### src/rtl/ptkp_pkg.sv
// ----------------------------------------------------------------------------
// ptkp_pkg
// Types, constants and helpers shared by the projection top-k pool unit.
// ----------------------------------------------------------------------------
package ptkp_pkg;

  localparam int unsigned IdW    = 16;
  localparam int unsigned CoordW = 16;
  localparam int unsigned DirW   = 18;
  localparam int unsigned CapW   = 5;
  localparam int unsigned RankW  = 4;
  localparam int unsigned ProdW  = DirW + CoordW + 1;
  localparam int unsigned ScoreW = 36;
  localparam int unsigned AddrW  = 4;
  localparam int unsigned DataW  = 32;

  localparam logic [1:0] REG_DIR_X = 2'd0;
  localparam logic [1:0] REG_DIR_Y = 2'd1;
  localparam logic [1:0] REG_DIR_Z = 2'd2;
  localparam logic [1:0] REG_CAP   = 2'd3;

  typedef enum logic {
    ST_RUN,
    ST_DRAIN
  } state_e;

  typedef struct packed {
    logic signed [DirW-1:0] x;
    logic signed [DirW-1:0] y;
    logic signed [DirW-1:0] z;
  } dir_t;

  typedef struct packed {
    logic signed [ScoreW-1:0] score;
    logic [IdW-1:0]           id;
  } entry_t;

  // what one cell shows its neighbors
  typedef struct packed {
    logic   valid;
    logic   beats;
    entry_t entry;
  } cell_bus_t;

  // broadcast from the controller to every cell
  typedef struct packed {
    logic   insert;
    logic   shift;
    entry_t cand;
  } cell_ctrl_t;

  function automatic logic ranks_above(entry_t a, entry_t b);
    return (a.score > b.score) || ((a.score == b.score) && (a.id < b.id));
  endfunction

endpackage

### src/rtl/ptkp_cell.sv
// ----------------------------------------------------------------------------
// ptkp_cell
// One pool slot: compares the candidate, takes it or the better neighbor's
// entry, empties past the capacity, or takes the next entry on readout.
// ----------------------------------------------------------------------------
module ptkp_cell import ptkp_pkg::*; (
  input  logic       clk_i,
  input  logic       rst_ni,
  input  cell_ctrl_t ctrl_i,
  input  logic       en_i,
  input  cell_bus_t  prev_i,
  input  cell_bus_t  next_i,
  output cell_bus_t  cell_o
);

  logic   valid_q, valid_d;
  entry_t entry_q, entry_d;
  logic   beats;

  assign beats = !valid_q || ranks_above(ctrl_i.cand, entry_q);

  always_comb begin
    valid_d = valid_q;
    entry_d = entry_q;
    if (ctrl_i.shift) begin
      valid_d = next_i.valid;
      entry_d = next_i.entry;
    end else if (ctrl_i.insert) begin
      if (!en_i) begin
        valid_d = 1'b0;
      end else if (beats && prev_i.beats) begin
        valid_d = prev_i.valid;
        entry_d = prev_i.entry;
      end else if (beats) begin
        valid_d = 1'b1;
        entry_d = ctrl_i.cand;
      end
    end
  end

  always_ff @(posedge clk_i or negedge rst_ni) begin
    if (!rst_ni) begin
      valid_q <= 1'b0;
    end else begin
      valid_q <= valid_d;
    end
  end

  always_ff @(posedge clk_i) begin
    entry_q <= entry_d;
  end

  assign cell_o.valid = valid_q;
  assign cell_o.beats = beats;
  assign cell_o.entry = entry_q;

endmodule
### config.mk
export PLATFORM = sky130hd
export DESIGN_NAME = ptkp_cell
export DESIGN_NICKNAME = d
export VERILOG_FILES = /design/src/rtl/ptkp_pkg.sv /design/src/rtl/ptkp_cell.sv
export SDC_FILE = /design/constraint.sdc
export NUM_CORES = 1
export LEC_CHECK = 0
export BUFFER_PORTS_ARGS = -buffer_cell sky130_fd_sc_hd__buf_4
export CORE_UTILIZATION = 51
export CTS_CLUSTER_SIZE = 40
export DETAILED_ROUTE_END_ITERATION = 6
export HOLD_SLACK_MARGIN = 0.03
export PLACE_DENSITY = 0.95
export SLEW_MARGIN = 25
export SYNTH_ARGS = -nofsm -noshare
export SYNTH_HDL_FRONTEND = slang
export SYNTH_SLANG_ARGS = --single-unit
### constraint.sdc
create_clock -name clk_i -period 7.41 [get_ports clk_i]
set_input_delay 1.1115 -clock clk_i [delete_from_list [all_inputs] [get_ports clk_i]]
set_output_delay 1.1115 -clock clk_i [all_outputs]
set_load 0.01 [all_outputs]
==> results.tsv <==
metric	value	unit
synth_area_per_cell	9.02	µm²
slew_headroom	0.304	
worst_setup_path_startpoint	ctrl_i[51]	
final-hold-violation-count	0	
rsz0062_at_grt	no	
irDropWorstVdd	95.9	µV
worst_path_dominant_cell_family	simple AND/OR/NAND/NOR gates	
count_of_hold_buffers_inserted_by_post_cts_repair	0	
drt-wirelength-per-cell	18.6	µm
postRouteWirelength	14700	µm
drive_above_1_share	0.345	
fin_ws	2.10	ns
crit_path_max_fanout	53	
ant_nets	0	
n_antenna_cell	0	
ctsResizeCount	0	
grt_pass1_wl	22500	µm
fin_worst_skew	0.0182	ns
ys_seq_area_frac	0.354	
critPathMaxStageDelay	0.87	ns
cts_max_path_buffers	2	
end_kind	output port	
nNetsFinal	900	
final_setup_violations	0	
layout_min_cycle_time	5.31	ns
worstPathRequired	6.30	ns
synth_enable_flop_cells	52	
numClockSinks	53	
ios	219	
maxSlewViolCount	0	
mappedNetlistArea	4480	µm²
synth-warning-count	0	
drtPass1Iterations	5	
start_util	0.538	
timing.setup.critical_path_class	in2out	
largest_net_degree_at_the_start_of_global_routing	108	
synthesis.instances	497	
worstSetupStartpointType	input port	
vias_in_the_first_global_route	4673	
vias	4798	
clkTransAtPathRegs	0.11	ns
synth.top_cells.by_count	a21oi_1, inv_1, nor2b_1	
maxCapViolCount	0	
placement.io_buffers	217	
fill_cells	596	
grt_antenna_before_repair	0	
critical_path.n_buffers_inverters	2	
synth-main-ff-cell	edfxtp_1	
globalRouteOverflowTotal	0	
detailedPlace.worstSlack	2.02	ns
outcome	finished, final reports clean	
timing.hold.ws	0.544	ns
area.growth.synth_to_final	39.7	%
clock_latency	0.32	ns
numCtsBuffers	5	
cts_tree	yes	
fmax	188	MHz
floorplan.die_area	9170	µm²
crit_top_cell	buf_4	
gp_congestion	0.865	
timing.critical_path.arrival	4.20	ns
synth.net_count	713	
synth.most_common_cell	a21oi_1	
tightestPinTransition	1.04	ns
first_iter_violations	287	
min_period_over_period	0.717	
die-width	95.8	µm
synth_async_reset_ratio	0.0189	
clockRootBuffer	clkbuf_8	
regToRegStartpoint	cell_o[51]	
min-delay-path-class	in2async	
synth.lib_cells_used.distinct	39	
post_cts.repair.setup_buffers	0	
level_count_of_the_clock_h_tree	2	
final_util	0.751	
synth.area.top_cells	edfxtp_1, ha_1, a41oi_1	
final.setup.tns	0	ns
placement_rows	33	
ys_ff_latch	53	
vias_per_cell	6.07	
die-height	95.8	µm
netlist.top_cell.by_area	edfxtp_1	
power_density	166	nW/µm²
p_leak	2.89	nW
fp.coreArea	8340	µm²
post-synth-top-area-fraction	0.348	
critical-path-slowest-cell	or2_2	
hpwl	10900	µm
globalRouteTotalUtil	0.319	
cp_cell_sequence	buf_4 -> ha_1 -> nand4_2 -> nor4_2 -> nand2_1 -> o2111a_1 -> a211oi_2 -> or2_2 -> a21oi_1 -> buf_4	
post-route-drc-count	0	
per-layer routing:
layer | GRT usage | share of wire | wire (µm) | up-vias
li1 | - | - | - | 2245
met1 | 0.353 | 0.38 | 5550 | 2272
met2 | 0.596 | 0.51 | 7530 | 239
met3 | 0.0553 | 0.076 | 1120 | 42
met4 | 0.139 | 0.033 | 485 | 0
met5 | 0 | 0 | 0 | -
logic make-up after synthesis:
family | after synthesis | share of synthesized area
AO/OA/AOI/OAI | 205 | 0.288
buffers and inverters | 96 | 0.0901
AND/OR/NAND/NOR | 92 | 0.126
flip-flops | 53 | 0.354
adder cells (fa/ha/maj) | 51 | 0.142
metrics by stage:
step | instances | instance area, µm² | power, W
after floorplan | 497 | 4480 | 0.000620
after global placement | 780 | 6070 | 0.000773
after detailed placement | 782 | 6120 | 0.000809
after CTS | 790 | 6260 | 0.00104
after global routing | 790 | 6260 | 0.00110
final | 790 | 6260 | 0.00104
area by class of cell:
| cell class | count | area (µm²) | area share |
|---|---|---|---|
| Timing Repair Buffer | 221 | 1700 | 0.271 |
| Sequential cell | 53 | 1590 | 0.253 |
| Multi-Input combinational cell | 348 | 2500 | 0.400 |
| Clock buffer | 5 | 68.8 | 0.0110 |
| Tap cell | 105 | 131 | 0.0210 |
| Clock inverter | 3 | 65.1 | 0.0104 |
| Inverter | 55 | 206 | 0.0330 |
final timing paths:
kind	to	slack, ns	depth (start not counted)
setup / recovery	cell_o[52]	2.10	10
hold / removal	valid_q	0.54	1
setup reg to reg	cell_o[5]	2.88	11
hold reg to reg	valid_q	0.74	3
max in group asynchronous	valid_q	6.79	1
min in group clk_i	valid_q	0.74	3
sequential cells by signal, indices dropped and copies added, names as in the netlist:
signal and count:
cell_o 52, valid_q 1
cell usage in the layout (no fill, tap or decap), drive strengths merged, types with 5 or more instances in the layout:
| master | instances |
|---|---|
| nand3 | 6 |
| buf | 221 |
| a21oi | 71 |
| clkbuf | 5 |
| ha | 51 |
| nor2 | 5 |
| edfxtp | 52 |
| nand2 | 8 |
| a41oi | 52 |
| nor2b | 53 |
| a21o | 8 |
| inv | 55 |
| nand4 | 8 |
| o21ai | 60 |
power breakdown:
group          internal (W)  total, W  switching (W)  leakage [nW]
combinational      0.000197  0.000411       0.000215          2.30
clock              0.000134  0.000236       0.000102        0.0681
sequential         0.000376  0.000395      0.0000194         0.522
No activity file was read; power rests on OpenSTA's default activity.
