File: src/rtl/ptkp_pkg.sv
// ----------------------------------------------------------------------------
// ptkp_pkg
// Types, constants and helpers shared by the projection top-k pool unit.
// ----------------------------------------------------------------------------
package ptkp_pkg;

  localparam int unsigned IdW    = 16;
  localparam int unsigned CoordW = 16;
  localparam int unsigned DirW   = 18;
  localparam int unsigned CapW   = 5;
  localparam int unsigned RankW  = 4;
  localparam int unsigned ProdW  = DirW + CoordW + 1;
  localparam int unsigned ScoreW = 36;
  localparam int unsigned AddrW  = 4;
  localparam int unsigned DataW  = 32;

  localparam logic [1:0] REG_DIR_X = 2'd0;
  localparam logic [1:0] REG_DIR_Y = 2'd1;
  localparam logic [1:0] REG_DIR_Z = 2'd2;
  localparam logic [1:0] REG_CAP   = 2'd3;

  typedef enum logic {
    ST_RUN,
    ST_DRAIN
  } state_e;

  typedef struct packed {
    logic signed [DirW-1:0] x;
    logic signed [DirW-1:0] y;
    logic signed [DirW-1:0] z;
  } dir_t;

  typedef struct packed {
    logic signed [ScoreW-1:0] score;
    logic [IdW-1:0]           id;
  } entry_t;

  // what one cell shows its neighbors
  typedef struct packed {
    logic   valid;
    logic   beats;
    entry_t entry;
  } cell_bus_t;

  // broadcast from the controller to every cell
  typedef struct packed {
    logic   insert;
    logic   shift;
    entry_t cand;
  } cell_ctrl_t;

  function automatic logic ranks_above(entry_t a, entry_t b);
    return (a.score > b.score) || ((a.score == b.score) && (a.id < b.id));
  endfunction

endpackage

File: src/rtl/ptkp_score.sv
// ----------------------------------------------------------------------------
// ptkp_score
// Two-stage dot product: three registered products, then a registered sum.
// ----------------------------------------------------------------------------
module ptkp_score import ptkp_pkg::*; (
  input  logic              clk_i,
  input  logic              rst_ni,
  input  dir_t              dir_i,
  input  logic              valid_i,
  input  logic [IdW-1:0]    id_i,
  input  logic [CoordW-1:0] x_i,
  input  logic [CoordW-1:0] y_i,
  input  logic [CoordW-1:0] z_i,
  input  logic              final_i,
  output logic              final_pend_o,
  output logic              valid_o,
  output logic              final_o,
  output entry_t            entry_o
);

  logic                    s1_valid_q, s1_final_q;
  logic                    s2_valid_q, s2_final_q;
  logic [IdW-1:0]          s1_id_q;
  logic signed [ProdW-1:0] px_q, py_q, pz_q;
  entry_t                  s2_entry_q;
  logic signed [ScoreW-1:0] sum_d;

  always_ff @(posedge clk_i or negedge rst_ni) begin
    if (!rst_ni) begin
      s1_valid_q <= 1'b0;
      s1_final_q <= 1'b0;
      s2_valid_q <= 1'b0;
      s2_final_q <= 1'b0;
    end else begin
      s1_valid_q <= valid_i;
      s1_final_q <= valid_i & final_i;
      s2_valid_q <= s1_valid_q;
      s2_final_q <= s1_final_q;
    end
  end

  always_ff @(posedge clk_i) begin
    s1_id_q <= id_i;
    px_q    <= dir_i.x * $signed({1'b0, x_i});
    py_q    <= dir_i.y * $signed({1'b0, y_i});
    pz_q    <= dir_i.z * $signed({1'b0, z_i});
    s2_entry_q.score <= sum_d;
    s2_entry_q.id    <= s1_id_q;
  end

  assign sum_d = ScoreW'(px_q) + ScoreW'(py_q) + ScoreW'(pz_q);

  assign final_pend_o = s1_final_q | s2_final_q;
  assign valid_o      = s2_valid_q;
  assign final_o      = s2_final_q;
  assign entry_o      = s2_entry_q;

endmodule

File: config.mk
export PLATFORM = sky130hd
export DESIGN_NAME = ptkp_score
export DESIGN_NICKNAME = d
export VERILOG_FILES = /design/src/rtl/ptkp_pkg.sv /design/src/rtl/ptkp_score.sv
export SDC_FILE = /design/constraint.sdc
export NUM_CORES = 2
export LEC_CHECK = 0
export CAP_MARGIN = 10
export CORE_MARGIN = 3
export CORE_UTILIZATION = 35
export DETAILED_ROUTE_END_ITERATION = 6
export DONT_BUFFER_PORTS = 1
export SLEW_MARGIN = 20
export SYNTH_ARGS = -nofsm -noshare
export SYNTH_HDL_FRONTEND = slang
export SYNTH_SLANG_ARGS = --single-unit
File: constraint.sdc
create_clock -name clk_i -period 5 [get_ports clk_i]
set_clock_uncertainty 0.2 [all_clocks]
set_input_delay 0 -clock clk_i [delete_from_list [all_inputs] [get_ports clk_i]]
set_output_delay 0 -clock clk_i [all_outputs]
set_load 0.03 [all_outputs]
==> impl_metrics.tcl <==
set metrics [dict create \
    status "finished with violations" \
    violations "setup timing" \
    drive_above_1_share_pct 11.8 \
    cts.path.max_buffers 2 \
    required_ns 5.16 \
    antenna_found_initial 1 \
    netlist_area_um2 39100 \
    yosysUniqueCellTypes 69 \
    worstRegToRegCells 13 \
    routed_wl_mm 93.7 \
    synthesis.nets 5586 \
    crit_fanout 16 \
    antenna_cells 0 \
    synth_seq_area_share_pct 9.11 \
    yosys_warnings 0 \
    initial_core_util_pct 35.6 \
    ant_nets 0 \
    placed_cell_area_um2 43000 \
    ios 177 \
    final_cell_mix "1120 x inv_1, 882 x fa_1, 544 x nand2_1, 335 x and2_1, 262 x ha_1" \
    setup_slack_ns -0.0763 \
    yosysTopAreaCell "fa_1" \
    instances_no_fill 5942 \
    vias 27679 \
    root_buffer "clkbuf_16" \
    synth_area_per_cell_um2 9.20 \
    wl_met1_mm 39.1 \
    area_growth_syn_to_layout_pct 14.8 \
    fillCellCount 10931 \
    cts_tree "yes" \
    r2r-end "entry_o[51]$_DFF_P_" \
    seq_area_um2 3560 \
    synthCells 4248 \
    r2r-start "py_q[1]$_DFF_P_" \
    cts.sinks 177 \
    coreArea_um2 110000 \
    cts_buffers 17 \
    die_y_um 340 \
    clock_latency_ns 0.46 \
    die-area_um2 116000 \
    wl_met2_mm 46.9 \
    dpl.hpwl_mm 78.9 \
    grt_pass1_vias 30590 \
    grt_pass1_wl_mm 158 \
    multi_input_area_um2 31800 \
    fin_crit_ns 5.08 \
    synthArstFlopShare_pct 2.26 \
    synth_top_area_share_pct 46.8 \
    worstHoldPathCells 2 \
    dpl.cell_count 5830 \
    fmax_mhz 197 \
    ys_ff_latch 177 \
    worst_hold_path.endpoint "px_q[0]$_DFF_P_" \
    grt_start_max_net_pins 19 \
    firstDrtPassIters 5 \
    final_nets 5791 \
    period_share_pct 102 \
    endpoint_kind "register" \
    post_drt_wl_per_cell_um 15.8 \
    grt_usage_pct 17.1 \
    drt_iter0_markers 1318 \
    worstHoldStart "dir_i[36]" \
    ys.flop_type "dfxtp_1" \
    wl_met3_mm 4.20 \
    rsz0062_at_grt "yes" \
    startpoint_type "input pin" \
    highest_layer "met5" \
    cap_violations 0 \
    synth.area.top_cells "fa_1 47%, inv_1 11%, ha_1 9.6%, dfxtp_1 8.9%, and2_1 5.6%" \
    synth-edff-count 0 \
    rrSetupSlack_ns 1.30 \
    pre_cts_ws_ns -0.746 \
    io_buffers 0 \
    mostFrequentLayoutCell "inv_1" \
    stdcell_area_um2 44900 \
    htreeDepth 4 \
    setup_viol 3 \
    grt.overflow.total 0 \
    viasPerCell 4.66 \
    routabilityCongestion 0.846 \
    worstMarginPinSlew_ns 0.553 \
    cp_data_arrival_time_ns 5.24 \
    slew_viol_final 0 \
    maxSlewHeadroom_pct 63.0 \
    crit_type "in2reg" \
    final_hold_viol_count 0 \
    fp.dieW_um 340 \
    clk_pin_slew_ns 0.08 \
    drc 0 \
    min_path_type "in2reg" \
    fp-row-count 121 \
]
## layer usage
| metal | track usage, % | up-vias |
|---|---|---|
| li1 | - | 12754 |
| met4 | 6.02 | 2 |
| met3 | 2.69 | 137 |
| met2 | 30.0 | 559 |
| met5 | 0 | - |
| met1 | 21.2 | 14227 |
## worst max-delay path by stage
stage                         start                to  slack [ns]  cells past startpoint
after CTS                 dir_i[23]  py_q[33]$_DFF_P_       -0.11                     22
final                     dir_i[22]  py_q[33]$_DFF_P_       -0.08                     22
after floorplan              y_i[5]  py_q[33]$_DFF_P_       -0.54                     23
after detailed placement  dir_i[23]  py_q[33]$_DFF_P_       -0.75                     22
after global placement    dir_i[23]  py_q[33]$_DFF_P_       -0.70                     22
after global routing      dir_i[22]  py_q[33]$_DFF_P_       -0.25                     22
## metrics by stage
stage                     hold WS, ns  utilization, %  TNS [ns]
final                          0.0982            40.8    -0.118
after CTS                      0.0387            40.5    -0.264
after global placement         -0.496            39.1    -20.54
after global routing           0.0901            40.8     -2.03
after floorplan                -0.496               -     -6.73
after detailed placement       -0.495            39.1    -21.59
## layout make-up
cell class | count | share of cell area [%]
clock inverter | 13 | 0.315
sequential | 177 | 7.94
timing repair buffer | 329 | 6.06
tap | 1476 | 4.12
multi-input combinational | 2778 | 70.9
clock buffer | 19 | 1.01
inverter | 1150 | 9.63
## what timing repair did
action / CTS / global route
hold buffers: 71 / 0
setup endpoints to repair: 20 / 39
setup buffers: 2 / 12
hold endpoints to repair: 36 / 0
pin swaps: 35 / 112
resized for setup: 24 / 100
## critical path, stage by stage
cell       delay, ns
and2_4          0.15
fa_1            0.57
inv_2           0.05
fa_1            0.53
inv_1           0.05
fa_1            0.51
fa_1            0.44
fa_1            0.50
inv_1           0.05
fa_1            0.48
inv_2           0.04
ha_4            0.20
a21o_1          0.18
o21bai_4        0.17
a221oi_2        0.28
nor2_2          0.07
a2111oi_4       0.18
buf_4           0.19
o2bb2ai_4       0.14
o31a_1          0.25
nand4b_1        0.12
o311ai_1        0.08
## cells by family (layout without fill, tap and decap cells)
family                   after synthesis  count (layout)  synth area share, %
buffers and inverters               1293            1511                 12.4
adder cells (fa/ha/maj)             1216            1216                 56.5
AND/OR/NAND/NOR                     1099            1099                 13.5
AO/OA/AOI/OAI                        334             334                 5.64
flip-flops                           177             177                 9.11
XOR/XNOR                             127             127                 2.84
multiplexers                           2               2               0.0512
## cells in the mapped netlist, types with 14 or more instances
| master | number |
|---|---|
| o21ai_0 | 52 |
| nor3_1 | 14 |
| a21oi_1 | 100 |
| nor2_1 | 76 |
| a211oi_1 | 16 |
| a21o_1 | 50 |
| clkbuf_1 | 142 |
| and3_1 | 14 |
| inv_1 | 1150 |
| nand3_1 | 18 |
| xnor2_1 | 98 |
| nand2b_1 | 18 |
| o21a_1 | 16 |
| and2_1 | 353 |
| o21bai_1 | 16 |
| ha_1 | 301 |
| dfxtp_1 | 173 |
| xor2_1 | 29 |
| fa_1 | 915 |
| nand2_1 | 569 |
## sequential cells by signal, indices dropped and copies added (netlist names)
signal      flops
px_q           35
entry_o        52
final_o         1
s1_final_q      1
pz_q           35
valid_o         1
s1_valid_q      1
s1_id_q        16
py_q           35
Power is left out: the tool's default activity adds up to more than one toggle a clock period on the data nets, which glitch-free logic cannot reach.
